==> config.mk <==
export PLATFORM = sky130hd
export DESIGN_NAME = abta_ctrl
export DESIGN_NICKNAME = d
export VERILOG_FILES = /design/src/rtl/abta_pkg.sv /design/src/rtl/abta_ctrl.sv
export SDC_FILE = /design/constraint.sdc
export NUM_CORES = 1
export LEC_CHECK = 0
export ABC_AREA = 1
export BUFFER_PORTS_ARGS = -buffer_cell sky130_fd_sc_hd__buf_4
export CORE_UTILIZATION = 40
export DETAILED_ROUTE_END_ITERATION = 10
export MAX_ROUTING_LAYER = met4
export PLACE_DENSITY = 0.76
export SLEW_MARGIN = 30
export SYNTH_ARGS = -nofsm -noshare
export SYNTH_HDL_FRONTEND = slang
export SYNTH_SLANG_ARGS = --single-unit
export TNS_END_PERCENT = 100
==> constraint.sdc <==
create_clock -name clock -period 1.43 [get_ports clock]
set_input_delay 0.3575 -clock clock [delete_from_list [all_inputs] [get_ports clock]]
set_output_delay 0.3575 -clock clock [all_outputs]
set_load 0.005 [all_outputs]
==> src/rtl/abta_pkg.sv <==
// ----------------------------------------------------------------------------
// abta_pkg
// Shared widths, codes and controller/datapath command types for the
// boundary-tag arena allocator.
// ----------------------------------------------------------------------------
package abta_pkg;

   localparam int CMD_W       = 2;
   localparam int REQ_BYTES_W = 17;
   localparam int ADDR_W      = 16;
   localparam int SZ_W        = 17;
   localparam int TAG_W       = 18;
   localparam int IDX_W       = 18;
   localparam int FREE_BIT    = 17;
   localparam int TAG_BYTES   = 8;
   localparam int MAX_ROUNDED = 131064;

   localparam logic [CMD_W-1:0] CMD_ALLOC    = 2'd0;
   localparam logic [CMD_W-1:0] CMD_FREE     = 2'd1;
   localparam logic [CMD_W-1:0] CMD_COALESCE = 2'd2;
   localparam logic [CMD_W-1:0] CMD_RESET    = 2'd3;

   // read address sources
   localparam logic [1:0] RD_H     = 2'd0;
   localparam logic [1:0] RD_HM1   = 2'd1;
   localparam logic [1:0] RD_RDATA = 2'd2;
   localparam logic [1:0] RD_NXT   = 2'd3;

   // write operations
   localparam logic [2:0] WR_NONE  = 3'd0;
   localparam logic [2:0] WR_A_HDR = 3'd1;
   localparam logic [2:0] WR_A_FTR = 3'd2;
   localparam logic [2:0] WR_FREE  = 3'd3;
   localparam logic [2:0] WR_HDR   = 3'd4;
   localparam logic [2:0] WR_FTR   = 3'd5;

   typedef struct packed {
      logic       load_req;
      logic       rd_en;
      logic [1:0] rd_src;
      logic [2:0] wr_op;
      logic       ld_w;
      logic       ld_p;
      logic       merge_prev;
      logic       merge_next;
      logic       alloc_ok;
      logic       bump;
      logic       set_fail;
      logic       clr_front;
      logic       out_load;
   } dp_cmd_type;

   typedef struct packed {
      logic fits;
      logic h_nonzero;
      logic prev_free;
      logic next_merge;
   } dp_status_type;

endpackage

==> src/rtl/abta_ctrl.sv <==
// ----------------------------------------------------------------------------
// abta_ctrl
// Command sequencer: walks each transaction through tag reads and writes and
// hands the result to the response register.
// ----------------------------------------------------------------------------
module abta_ctrl (
   input  logic                         clock,
   input  logic                         reset,
   input  logic                         req_valid,
   input  logic [abta_pkg::CMD_W-1:0]   req_cmd,
   output logic                         req_ready,
   output logic                         rsp_valid,
   input  logic                         rsp_ready,
   output abta_pkg::dp_cmd_type         cmd,
   input  abta_pkg::dp_status_type      status
);

   localparam logic [4:0] S_IDLE  = 5'd0;
   localparam logic [4:0] S_A_HDR = 5'd1;
   localparam logic [4:0] S_A_FTR = 5'd2;
   localparam logic [4:0] S_F_RD  = 5'd3;
   localparam logic [4:0] S_F_LD  = 5'd4;
   localparam logic [4:0] S_F_WR  = 5'd5;
   localparam logic [4:0] S_C_RH  = 5'd6;
   localparam logic [4:0] S_C_W   = 5'd7;
   localparam logic [4:0] S_C_P   = 5'd8;
   localparam logic [4:0] S_C_PW  = 5'd9;
   localparam logic [4:0] S_C_PH  = 5'd10;
   localparam logic [4:0] S_C_PF  = 5'd11;
   localparam logic [4:0] S_C_NX  = 5'd12;
   localparam logic [4:0] S_C_NW  = 5'd13;
   localparam logic [4:0] S_C_NH  = 5'd14;
   localparam logic [4:0] S_C_NF  = 5'd15;
   localparam logic [4:0] S_CLR   = 5'd16;
   localparam logic [4:0] S_DONE  = 5'd17;

   logic [4:0] state_ff, state_in;
   logic       rsp_valid_ff, rsp_valid_in;

   assign req_ready = (state_ff == S_IDLE);
   assign rsp_valid = rsp_valid_ff;

   always_comb begin
      state_in = state_ff;
      cmd      = '0;
      cmd.rd_src = abta_pkg::RD_H;
      cmd.wr_op  = abta_pkg::WR_NONE;
      case (state_ff)
         S_IDLE: begin
            if (req_valid) begin
               cmd.load_req = 1'b1;
               case (req_cmd)
                  abta_pkg::CMD_ALLOC:    state_in = S_A_HDR;
                  abta_pkg::CMD_FREE:     state_in = S_F_RD;
                  abta_pkg::CMD_COALESCE: state_in = S_C_RH;
                  default:                state_in = S_CLR;
               endcase
            end
         end
         S_A_HDR: begin
            if (status.fits) begin
               cmd.wr_op    = abta_pkg::WR_A_HDR;
               cmd.alloc_ok = 1'b1;
               state_in     = S_A_FTR;
            end else begin
               cmd.set_fail = 1'b1;
               state_in     = S_DONE;
            end
         end
         S_A_FTR: begin
            cmd.wr_op = abta_pkg::WR_A_FTR;
            cmd.bump  = 1'b1;
            state_in  = S_DONE;
         end
         S_F_RD: begin
            cmd.rd_en = 1'b1;
            state_in  = S_F_LD;
         end
         S_F_LD: begin
            cmd.ld_w = 1'b1;
            state_in = S_F_WR;
         end
         S_F_WR: begin
            cmd.wr_op = abta_pkg::WR_FREE;
            state_in  = S_DONE;
         end
         S_C_RH: begin
            cmd.rd_en = 1'b1;
            state_in  = S_C_W;
         end
         S_C_W: begin
            cmd.ld_w = 1'b1;
            if (status.h_nonzero) begin
               cmd.rd_en  = 1'b1;
               cmd.rd_src = abta_pkg::RD_HM1;
               state_in   = S_C_P;
            end else begin
               state_in = S_C_NX;
            end
         end
         S_C_P: begin
            cmd.ld_p   = 1'b1;
            cmd.rd_en  = 1'b1;
            cmd.rd_src = abta_pkg::RD_RDATA;
            state_in   = S_C_PW;
         end
         S_C_PW: begin
            if (status.prev_free) begin
               cmd.merge_prev = 1'b1;
               state_in       = S_C_PH;
            end else begin
               state_in = S_C_NX;
            end
         end
         S_C_PH: begin
            cmd.wr_op = abta_pkg::WR_HDR;
            state_in  = S_C_PF;
         end
         S_C_PF: begin
            cmd.wr_op = abta_pkg::WR_FTR;
            state_in  = S_C_NX;
         end
         S_C_NX: begin
            cmd.rd_en  = 1'b1;
            cmd.rd_src = abta_pkg::RD_NXT;
            state_in   = S_C_NW;
         end
         S_C_NW: begin
            if (status.next_merge) begin
               cmd.merge_next = 1'b1;
               state_in       = S_C_NH;
            end else begin
               state_in = S_DONE;
            end
         end
         S_C_NH: begin
            cmd.wr_op = abta_pkg::WR_HDR;
            state_in  = S_C_NF;
         end
         S_C_NF: begin
            cmd.wr_op = abta_pkg::WR_FTR;
            state_in  = S_DONE;
         end
         S_CLR: begin
            cmd.clr_front = 1'b1;
            state_in      = S_DONE;
         end
         S_DONE: begin
            if (!rsp_valid_ff || rsp_ready) begin
               cmd.out_load = 1'b1;
               state_in     = S_IDLE;
            end
         end
         default: state_in = S_IDLE;
      endcase
   end

   always_comb begin
      rsp_valid_in = rsp_valid_ff;
      if (cmd.out_load) begin
         rsp_valid_in = 1'b1;
      end else if (rsp_ready) begin
         rsp_valid_in = 1'b0;
      end
   end

   always_ff @(posedge clock) begin
      if (reset) begin
         state_ff     <= S_IDLE;
         rsp_valid_ff <= 1'b0;
      end else begin
         state_ff     <= state_in;
         rsp_valid_ff <= rsp_valid_in;
      end
   end

endmodule

After elaboration in Yosys (flattened, before gate mapping)
Cells that the tools add are included.
{"block": "totals", "word_cells": 65, "reg_bits": 6, "out_inout_bits": 18, "inputBits": 10}
{"block": "op_classes", "n_eq_ne": 21, "n_reduce_logical": 11, "muxes": 31}
{"op": "$pmux W5 S15", "n": 1}
{"op": "$eq A5 B4 Y1 const B", "n": 8}
{"op": "$eq A5 B3 Y1 const B", "n": 4}
{"op": "$mux W5", "n": 4}
{"op": "$mux W1", "n": 19}
{"op": "$pmux W3 S5", "n": 1}
{"op": "$pmux W5 S3", "n": 1}
{"op": "$eq A5 B2 Y1 const B", "n": 2}
{"op": "$eq A5 B5 Y1 const B", "n": 2}
{"op": "$mux W3", "n": 3}
{"op": "$reduce_or A4 Y1", "n": 2}
{"op": "$pmux W2 S3", "n": 1}
{"op": "$reduce_or A2 Y1", "n": 3}
{"op": "$eq A5 B1 Y1 const B", "n": 1}
{"op": "$logic_not A5 Y1", "n": 1}
{"op": "$ne A2 B2 Y1 const B", "n": 2}
{"op": "$eq A2 B1 Y1 const B", "n": 1}
{"op": "$eq A2 B2 Y1 const B", "n": 1}
{"op": "$logic_not A2 Y1", "n": 1}
{"op": "$pmux W1 S2", "n": 1}
{"op": "$reduce_and A2 Y1", "n": 1}
{"op": "$reduce_bool A2 Y1", "n": 1}
{"op": "$logic_not A1 Y1", "n": 1}
{"op": "$logic_or A1 B1 Y1", "n": 1}

Longest topological paths before layout
Gate-level depths: netlist (run 1).
{"block": "depth", "ltp_word": 5, "depth_mapped": 10, "depth_no_buf": 10}

Worst setup path after synthesis (run 1)
No wires, ideal clock.
{"block": "synth_path", "kind": "reg-to-output", "start": "register state_ff[0]", "end": "output port cmd[14] (netlist bit)", "arrival_time_ns": 0.975, "n_path_buf": 0, "required_time_ns": 1.072, "path_slack_ns": 0.098, "path_stages_with_launch": 6, "path_cell_list": "dfxtp_1 -> nor2_2 -> inv_1 -> nor2_1 -> a211oi_1 -> nand2_1"}
{"item": "from (decl)", "line": "abta_ctrl.sv:37", "rtl": "logic [4:0] state_ff, state_in;"}
{"item": "from (signal assigned)", "line": "abta_ctrl.sv:172", "rtl": "state_ff <= state_in;"}
{"item": "to (decl)", "line": "abta_ctrl.sv:14", "rtl": "output abta_pkg::dp_cmd_type cmd,"}

Worst setup path after layout (run 1)
{"block": "layout_path", "start": "register state_ff[3]", "end": "register state_ff[1]"}
{"block": "layout_via", "elab_chain_len": 3, "elab_cells_between_ends": 23, "classes_between": "eq/ne: 19; mux: 1; reduce/logical: 3"}
{"item": "$eq A5 B5 Y1, or another cell as far along", "line": "abta_ctrl.sv:48", "rtl": "case (state_ff)"}
{"item": "$reduce_or A4 Y1 (no source line) / $ne A2 B2 Y1 (equally long branches)"}
{"item": "$pmux W5 S15 / $reduce_and A2 Y1 (equally long branches)"}
Several ways; a longest one is shown, not always the timed one.
A chain may end at the register's enable or synchronous reset.

==> results of run 1 <==
-- cells in the mapped netlist --
cell type  instances  area (µm²)
nand2_1           21        78.8
a31oi_1            1        6.26
nor3_1             2        10.0
o21ai_1            4        20.0
inv_1             19        71.3
nor2_2             5        31.3
o21bai_1           1        7.51
nor2_4             2        22.5
nand3_1            8        40.0
o221ai_1           1        8.76
nand4_1            2        12.5
dfxtp_1            6         120
inv_2              6        22.5
o211ai_1           1        7.51
nand2_2            2        12.5
nand2_4            1        11.3
nor2_1            23        86.3
buf_4              1        7.51
nand3_2            1        10.0
ha_1               4        50.1
a211oi_1           1        7.51
a21oi_2            1        8.76
a21oi_1            5        25.0
nand3b_1           1        7.51
-- routing by layer --
metal	vias to the layer above	track usage	share of wire
li1	492	-	-
met1	516	0.400	0.38
met2	87	0.570	0.49
met3	18	0.0583	0.092
met4	0	0.175	0.046
met5	-	-	0
-- registers in the layout, summed over array words and instances (netlist names) --
| register | count |
|---|---|
| state_ff | 5 |
| rsp_valid | 1 |
-- metrics by stage --
step,std cells,TNS (ns),hold WS (ns)
after floorplan,119,0,0.427
after global placement,173,0,0.542
after detailed placement,173,-0.0462,0.549
after CTS,189,-1.80,0.297
after global routing,193,-4.51,0.293
final,193,-3.79,0.296
-- path summary, 6_finish.rpt --
check                                 start  slack [ns]           to
worst min-delay path                  reset        0.30  state_ff[0]
worst max-delay path            state_ff[3]       -0.28  state_ff[1]
worst min register to register    rsp_valid        0.59    rsp_valid
worst max register to register  state_ff[3]       -0.28  state_ff[1]
-- timing repair --
action                                  4_1_cts  5_1_grt
setup buffers                                14        6
resized for setup                            44       22
pin swaps                                    14       13
endpoints found under the setup margin       18       22
-- cell type report --
type,instances,area share
clock buffer,3,0.0165
inverter,25,0.0799
multi-input combinational,87,0.456
sequential,6,0.102
tap,16,0.0147
timing repair buffer,56,0.331
-- layout by cell type (no fill, tap or decap), types with 2 or more instances in the layout --
master / n
nor2_4: 9
ha_1: 4
nor2_1: 16
nand4_1: 2
a21oi_1: 3
nand3_1: 6
nand2_1: 14
clkbuf_4: 3
nand3_4: 2
inv_1: 14
inv_4: 4
nor2_2: 5
buf_4: 48
nand2_4: 4
nor3_1: 2
dfxtp_4: 5
o21ai_1: 4
buf_6: 8
a21oi_4: 2
nand2_2: 5
inv_2: 6
-- power groups by stage --
stage / clock [mW] / sequential (mW) / combinational (mW)
6_report: 0.182 / 0.371 / 2.04
5_1_grt: 0.193 / 0.373 / 2.12
4_1_cts: 0.165 / 0.337 / 1.70
3_5_place_dp: 0 / 0.291 / 1.20
3_3_place_gp: 0 / 0.286 / 1.19
2_1_floorplan: 0 / 0.285 / 0.660
-- cells by family after synthesis --
kind of cell               after synthesis
buffers and inverters                   26
AOI/OAI and AO/OA                       15
and+or+nand+nor                         68
DFF                                      6
adders and majority gates                4
==> key figures, run 1 <==
Power and ir drop
  • Sequential power share: 0.143
  • PwrDens: roughly 1900 nW/µm²
  • Total power draw: about 2.6 mW
  • Internal Dissipation: around 1.3 mW
  • Max rail drop VDD: around 1.5 mV
  • Leakage: between 0.7 and 0.8 nW
  • Gate power share: 0.786
  • Clk network pwr share: 0.070
  • Sw Ratio: 0.497
  • Psw: around 1.3 mW

Clock network
  • CTS tree: yes
  • CTS HTree Levels: 1
  • CTS Buffer Depth: 2
  • CTS sink cnt: 6
  • Worst skew pair latency: 0.27 ns
  • Num CTS Buffers: 3
  • Root Driver: clkbuf_4
  • Worst-path clk slew: about 0.06 ns
  • Hold buffer count at cts: 0

Critical path
  • Largest delay contributor family on the critical path: simple AND/OR/NAND/NOR gates
  • WP data arrival: approximately 1.9 ns
  • Crit end category: flip-flop
  • Slowest cell on the critical path: dfxtp_4
  • Crit-path max FO: 5
  • Stages on worst setup path: 10
  • Worst path cell trace: nor2_4, nand2_4, nor2_4, nand2_2, buf_4, buf_4, buf_4, nand4_1, o21ai_1, nor2_1
  • R2R depth: 10
  • Most numerous cell on the critical path: buf_4
  • Crit path kind: reg2reg
  • Buf+Inv Stages, Crit Path: 3
  • CP Launch Type: flip-flop
  • Critical Path RT: 1.61 ns
  • Slowest stage delay, CP: about 0.37 ns

Final layout
  • Synthesis-to-finish area growth: 98.7%
  • Multi-input gate area: slightly above 600 µm²
  • Storage cell area: between 100 and 150 µm²
  • Antenna Cells: 0
  • Fillcell total: 77
  • Layout cell share with drive strength beyond 1: 0.605
  • Final core utilization: 0.874
  • Final nets: around 190
  • Post-route cell area: 1360 µm²

Hold path
  • HP Class: in2reg
  • Hold depth: 2

Floorplan
  • Initial Util: 0.440
  • Die outline area: ~1900 µm²
  • Ports: 28
  • Placeable Area: ~1600 µm²
  • DIE WIDTH: ~43 µm
  • Site Rows: 14
  • Die height: roughly 43 µm

Job
  • Max_cap viols: 0

Status
  • Status: finished with violations
  • Failing checks: DRC, setup timing

Timing
  • Post-layout minimum cycle time: between 1.5 and 2 ns
  • Worst slew pin tran: 0.280 ns
  • FMAX: between 0.5 and 0.6 GHz
  • Unrepaired setup endpoints after global routing: yes
  • Endpoints failing setup: 21
  • Period utilization: 1.20
  • Slew Limit Headroom: 0.813
  • Max-slew violation count: 0
  • Post-route setup slack: -0.282 ns
  • Hold Vio Cnt, Final: 0
  • Final clock skew: roughly 0.018 ns

Global route
  • Total grt overflow: 0
  • Tot GR Track Use: 0.345
  • Largest net degree at the start of global routing: 7
  • Initial antenna violation count: 0
  • Vias in the first global route: about 1000
  • First-pass GRT wire length: 4550 µm

Placement
  • DP HPWL: 1690 µm
  • DP Area: a little under 1000 µm²
  • Gpl congestion: 0.914
  • Dpl ws: -0.0317 ns
  • Buffers on Ports: 27

Synth
  • Synthesis Warnings: 0
  • Multiplexer share of the synthesized area: 0
  • Synth Area in Compound Gates: 0.133
  • Largest family of logic cells by synthesized area: simple AND/OR/NAND/NOR gates
  • Share of synthesized cell area in and, or, nand and nor gates: 0.471
  • Syn nets: between 100 and 150
  • Register area share after synthesis: 0.175
  • Yosys cell types: 24
  • FF+latch count, synth: 6
  • Xor/xnor share of the synthesized area: 0
  • Avg Inst Size Synth: around 5.8 µm²
  • Post-Syn Area: just under 700 µm²
  • Post-Synth Adder-Cell Area: 0.0730
  • Synth Instances: ~120

Drt
  • 1st-iter DRT viols: 60
  • TritonRoute pass-1 iters: 7
  • Routed WL: 3460 µm
  • DR vias: roughly 1100
  • Routed vias/inst: ~5.8
  • Final ANT Viol Nets: 0
  • DR DRC count: 3
  • Avg WL per Cell: approximately 18 µm
No activity file was read; power rests on OpenSTA's default activity.
==> run 2: changes to the inputs <==
==> constraint.sdc (replaced) <==
create_clock -name clock -period 1.43 [get_ports clock]
set_input_delay 0.3575 -clock clock [delete_from_list [all_inputs] [get_ports clock]]
set_output_delay 0.3575 -clock clock [all_outputs]
set_load 0.05 [all_outputs]
==> run 2 against run 1 <==
- the run now fails in global routing (5_1_grt)
- synthesized cell count unchanged
- area after synthesis unchanged
==> key figures, run 2 <==
Clock network
  • Hold buffer count at cts: 0
  • Num CTS Buffers: 3
  • CTS Buffer Depth: 2
  • CTS sink cnt: 6
  • CTS HTree Levels: 1
  • Root Driver: clkbuf_4

Synth
  • Syn nets: 133
  • Top_reg_cell synth: dfxtp_1
  • Most common library cells after synthesis: 23 x nor2_1, 21 x nand2_1, 19 x inv_1
  • Post-synth EDFFs: 0
  • Synthesis Warnings: 0
  • Yosys cell types: 24
  • FF+latch count, synth: 6
  • Top cells by area, synth: dfxtp_1 18%, nor2_1 13%, nand2_1 11%
  • Async SR Flop Fraction: 0
  • Register area share after synthesis: 0.175
  • Top-count cell post-synth: nor2_1
  • Avg Inst Size Synth: about 5.8 µm²
  • Synth Instances: approximately 120
  • Synth top area share: 0.175
  • Post-Syn Area: a little under 700 µm²
  • Synth area leader: dfxtp_1

Timing
  • Worst endpoint type: top-level output
  • GR repair worst EP: cmd[9]

Floorplan
  • Ports: 28
  • Site Rows: 14
  • Initial Util: 0.440
  • Die height: about 43 µm
  • DIE WIDTH: 43.4 µm

Placement
  • Gpl congestion: 0.932
  • Dpl ws: -0.112 ns
  • Post-Place Cells: between 150 and 200
  • DP HPWL: between 2000 and 2500 µm
  • Buffers on Ports: 27

Status
  • Failing step: global routing (5_1_grt)
  • Status: stopped before the end
  • First Err: [ERROR DPL-0038] Utilization greater than 100%, impossible to legalize

Global route
  • Largest net degree at the start of global routing: 7
==> run 2: cell counts after synthesis <==
Identical to the previous run, type by type.
==> run 2: cells by family after synthesis <==
kind of cell	count (synthesis)	share of synthesized area
fa+ha+maj	4	0.0730
flops	6	0.175
simple gates	68	0.471
buf+inv	26	0.148
compound gates	15	0.133
==> run 2: what timing repair did <==
| item | CTS |
|---|---|
| pin swaps | 11 |
| endpoints found under the setup margin | 17 |
| buffers inserted | 6 |
| gates resized for setup | 65 |
==> run 2: metrics by stage <==
stage	area, µm²	hold WS (ns)
floorplan	757	0.419
global placement	1200	0.538
detailed placement	1200	0.562
CTS	1500	0.317
==> run 3: changes to the inputs <==
--- a/config.mk
+++ b/config.mk
@@ -7,10 +7,10 @@
 export LEC_CHECK = 0
 export ABC_AREA = 1
 export BUFFER_PORTS_ARGS = -buffer_cell sky130_fd_sc_hd__buf_4
-export CORE_UTILIZATION = 40
+export CORE_AREA = 2 2 63 65
 export DETAILED_ROUTE_END_ITERATION = 10
-export MAX_ROUTING_LAYER = met4
-export PLACE_DENSITY = 0.76
+export DIE_AREA = 0 0 65 67
+export PLACE_DENSITY_LB_ADDON = 0.15
 export SLEW_MARGIN = 30
 export SYNTH_ARGS = -nofsm -noshare
 export SYNTH_HDL_FRONTEND = slang
==> run 3 against run 2 <==
- the flow now finishes, with violations (setup timing)
==> key figures, run 3 (synthesized netlist as in run 1, its figures left out) <==
Status
  • Status: finished with violations
  • Failing checks: setup timing

Floorplan
  • Placeable Area: around 3600 µm²
  • Initial Util: 0.190
  • DIE WIDTH: roughly 65 µm
  • Die outline area: 4360 µm²
  • Site Rows: 22
  • Die height: ~67 µm
  • Ports: 28

Final layout
  • Fillcell total: approximately 370
  • Layout cell share with drive strength beyond 1: 0.663
  • Most frequent cells in the layout: 30 x buf_4, 21 x buf_6, 15 x nor2_1
  • Final core utilization: 0.447
  • Most flop-heavy register: state_ff
  • Most common cell after layout, fill and taps aside: buf_4
  • Synthesis-to-finish area growth: 135%
  • Number of flip-flops in the largest register: 5
  • Final nets: just under 200
  • Antenna Cells: 0
  • Post-route cell area: 1610 µm²

Power and ir drop
  • Internal Dissipation: roughly 1.7 mW
  • Psw: 1.69 mW
  • Sequential power share: 0.105
  • Gate power share: 0.819
  • Clk network pwr share: 0.077
  • Leakage: between 0.7 and 0.8 nW
  • Max rail drop VDD: between 1.5 and 2 mV
  • Sw Ratio: 0.500
  • PwrDens: about 2100 nW/µm²

Clock network
  • Worst skew pair latency: approximately 0.22 ns
  • CTS tree: yes
  • CTS sink cnt: 6
  • Num CTS Buffers: 3
  • CTS HTree Levels: 1
  • Worst-path clk slew: approximately 0.04 ns
  • Hold buffer count at cts: 0
  • Root Driver: clkbuf_8
  • CTS Buffer Depth: 2

Critical path
  • Critical Path RT: ~1.1 ns
  • WP data arrival: around 1.3 ns
  • R2R depth: 10
  • CP Launch Type: flip-flop
  • Crit path kind: reg2out
  • Worst path cell trace: inv_4, nand2_1, nor2_1, a211oi_2, nand2_2, buf_8
  • Crit end category: output pin
  • Slowest stage delay, CP: about 0.40 ns
  • Slowest cell on the critical path: dfxtp_4
  • Crit-path max FO: 5
  • FF-to-FF Start: state_ff[3]
  • R2r setup slk: -0.04 ns
  • RR Endpoint: state_ff[1]
  • Crit path launch: state_ff[3]

Timing
  • Slew Limit Headroom: 0.806
  • Post-layout minimum cycle time: 1.64 ns
  • FMAX: about 0.61 GHz
  • Final clock skew: approximately 0.00034 ns
  • Unrepaired setup endpoints after global routing: yes
  • Hold WS: 0.330 ns
  • Max-slew violation count: 0
  • Period utilization: 1.15
  • Worst slew pin tran: between 0.2 and 0.3 ns
  • Hold Vio Cnt, Final: 0
  • Endpoints failing setup: 21
  • Setup_tns: -2.73 ns
  • Post-route setup slack: -0.209 ns

Global route
  • Total grt overflow: 0
  • First-pass GRT wire length: between 4000 and 5000 µm
  • Tot GR Track Use: 0.135
  • Vias in the first global route: around 1000
  • Largest net degree at the start of global routing: 7
  • Initial antenna violation count: 0

Drt
  • TritonRoute pass-1 iters: 4
  • DR DRC count: 0
  • Routed vias/inst: approximately 4.2
  • 1st-iter DRT viols: 24
  • Routed WL: roughly 2600 µm
  • Avg WL per Cell: between 10 and 15 µm
  • Final ANT Viol Nets: 0
  • DR vias: a little under 1000

Placement
  • DP HPWL: between 2000 and 2500 µm
  • Buffers on Ports: 27
  • Gpl congestion: a little over 0.8
  • DP Area: 1230 µm²

Hold path
  • Hold EP: state_ff[2]
  • HP Class: in2reg
  • Critical hold path startpoint: reset
  • Hold depth: 2

Job
  • Max_cap viols: 0
-- run 3: power groups by stage --
stage | Clock, mW | Sequential, mW | Combinational [mW]
after floorplan | 0 | 0.296 | 1.22
after global placement | 0 | 0.294 | 2.07
after detailed placement | 0 | 0.299 | 2.05
after CTS | 0.259 | 0.346 | 2.56
after global routing | 0.275 | 0.362 | 2.93
final | 0.258 | 0.354 | 2.77
-- run 3: area by class of cell --
| cell class | count | area (µm²) | area share |
|---|---|---|---|
| Sequential cell | 6 | 139 | 0.0862 |
| Inverter | 25 | 118 | 0.0730 |
| Timing Repair Buffer | 60 | 597 | 0.371 |
| Multi-Input combinational cell | 87 | 656 | 0.407 |
| Clock buffer | 3 | 41.3 | 0.0256 |
| Tap cell | 48 | 60.1 | 0.0373 |
-- run 3: worst max-delay path by stage --
stage               to  cells past startpoint
2_1_floorplan  cmd[14]                      5
3_3_place_gp    cmd[9]                      6
3_5_place_dp    cmd[9]                      6
4_1_cts        cmd[14]                      6
5_1_grt         cmd[9]                      6
6_report       cmd[14]                      6
-- run 3: critical path, delay by kind of cell (launching register included) --
family	cells	cell delay (ns)
AO/OA/AOI/OAI	1	0.20
flip-flops	1	0.40
AND/OR/NAND/NOR	3	0.23
buffers and inverters	2	0.20
-- run 3: repair_timing --
action / 4_1_cts / 5_1_grt
pin swaps: 10 / 14
gates resized for setup: 68 / 17
endpoints found under the setup margin: 19 / 22
buffers inserted: 4 / 0
-- run 3: stage by stage --
stage	worst slack [ns]	cells	power, mW
2_1_floorplan	-0.158	119	1.51
3_3_place_gp	-0.0555	222	2.36
3_5_place_dp	-0.0945	222	2.35
4_1_cts	-0.211	229	3.17
5_1_grt	-0.269	229	3.57
6_report	-0.209	229	3.38
-- run 3: routing by layer --
metal | share of wire | track usage | wire, µm | up-vias
li1 | - | - | - | 499
met1 | 0.41 | 0.150 | 1070 | 444
met2 | 0.55 | 0.255 | 1430 | 18
met3 | 0.025 | 0.0203 | 65 | 7
met4 | 0.022 | 0.0559 | 57 | 0
met5 | 0 | 0 | 0 | -
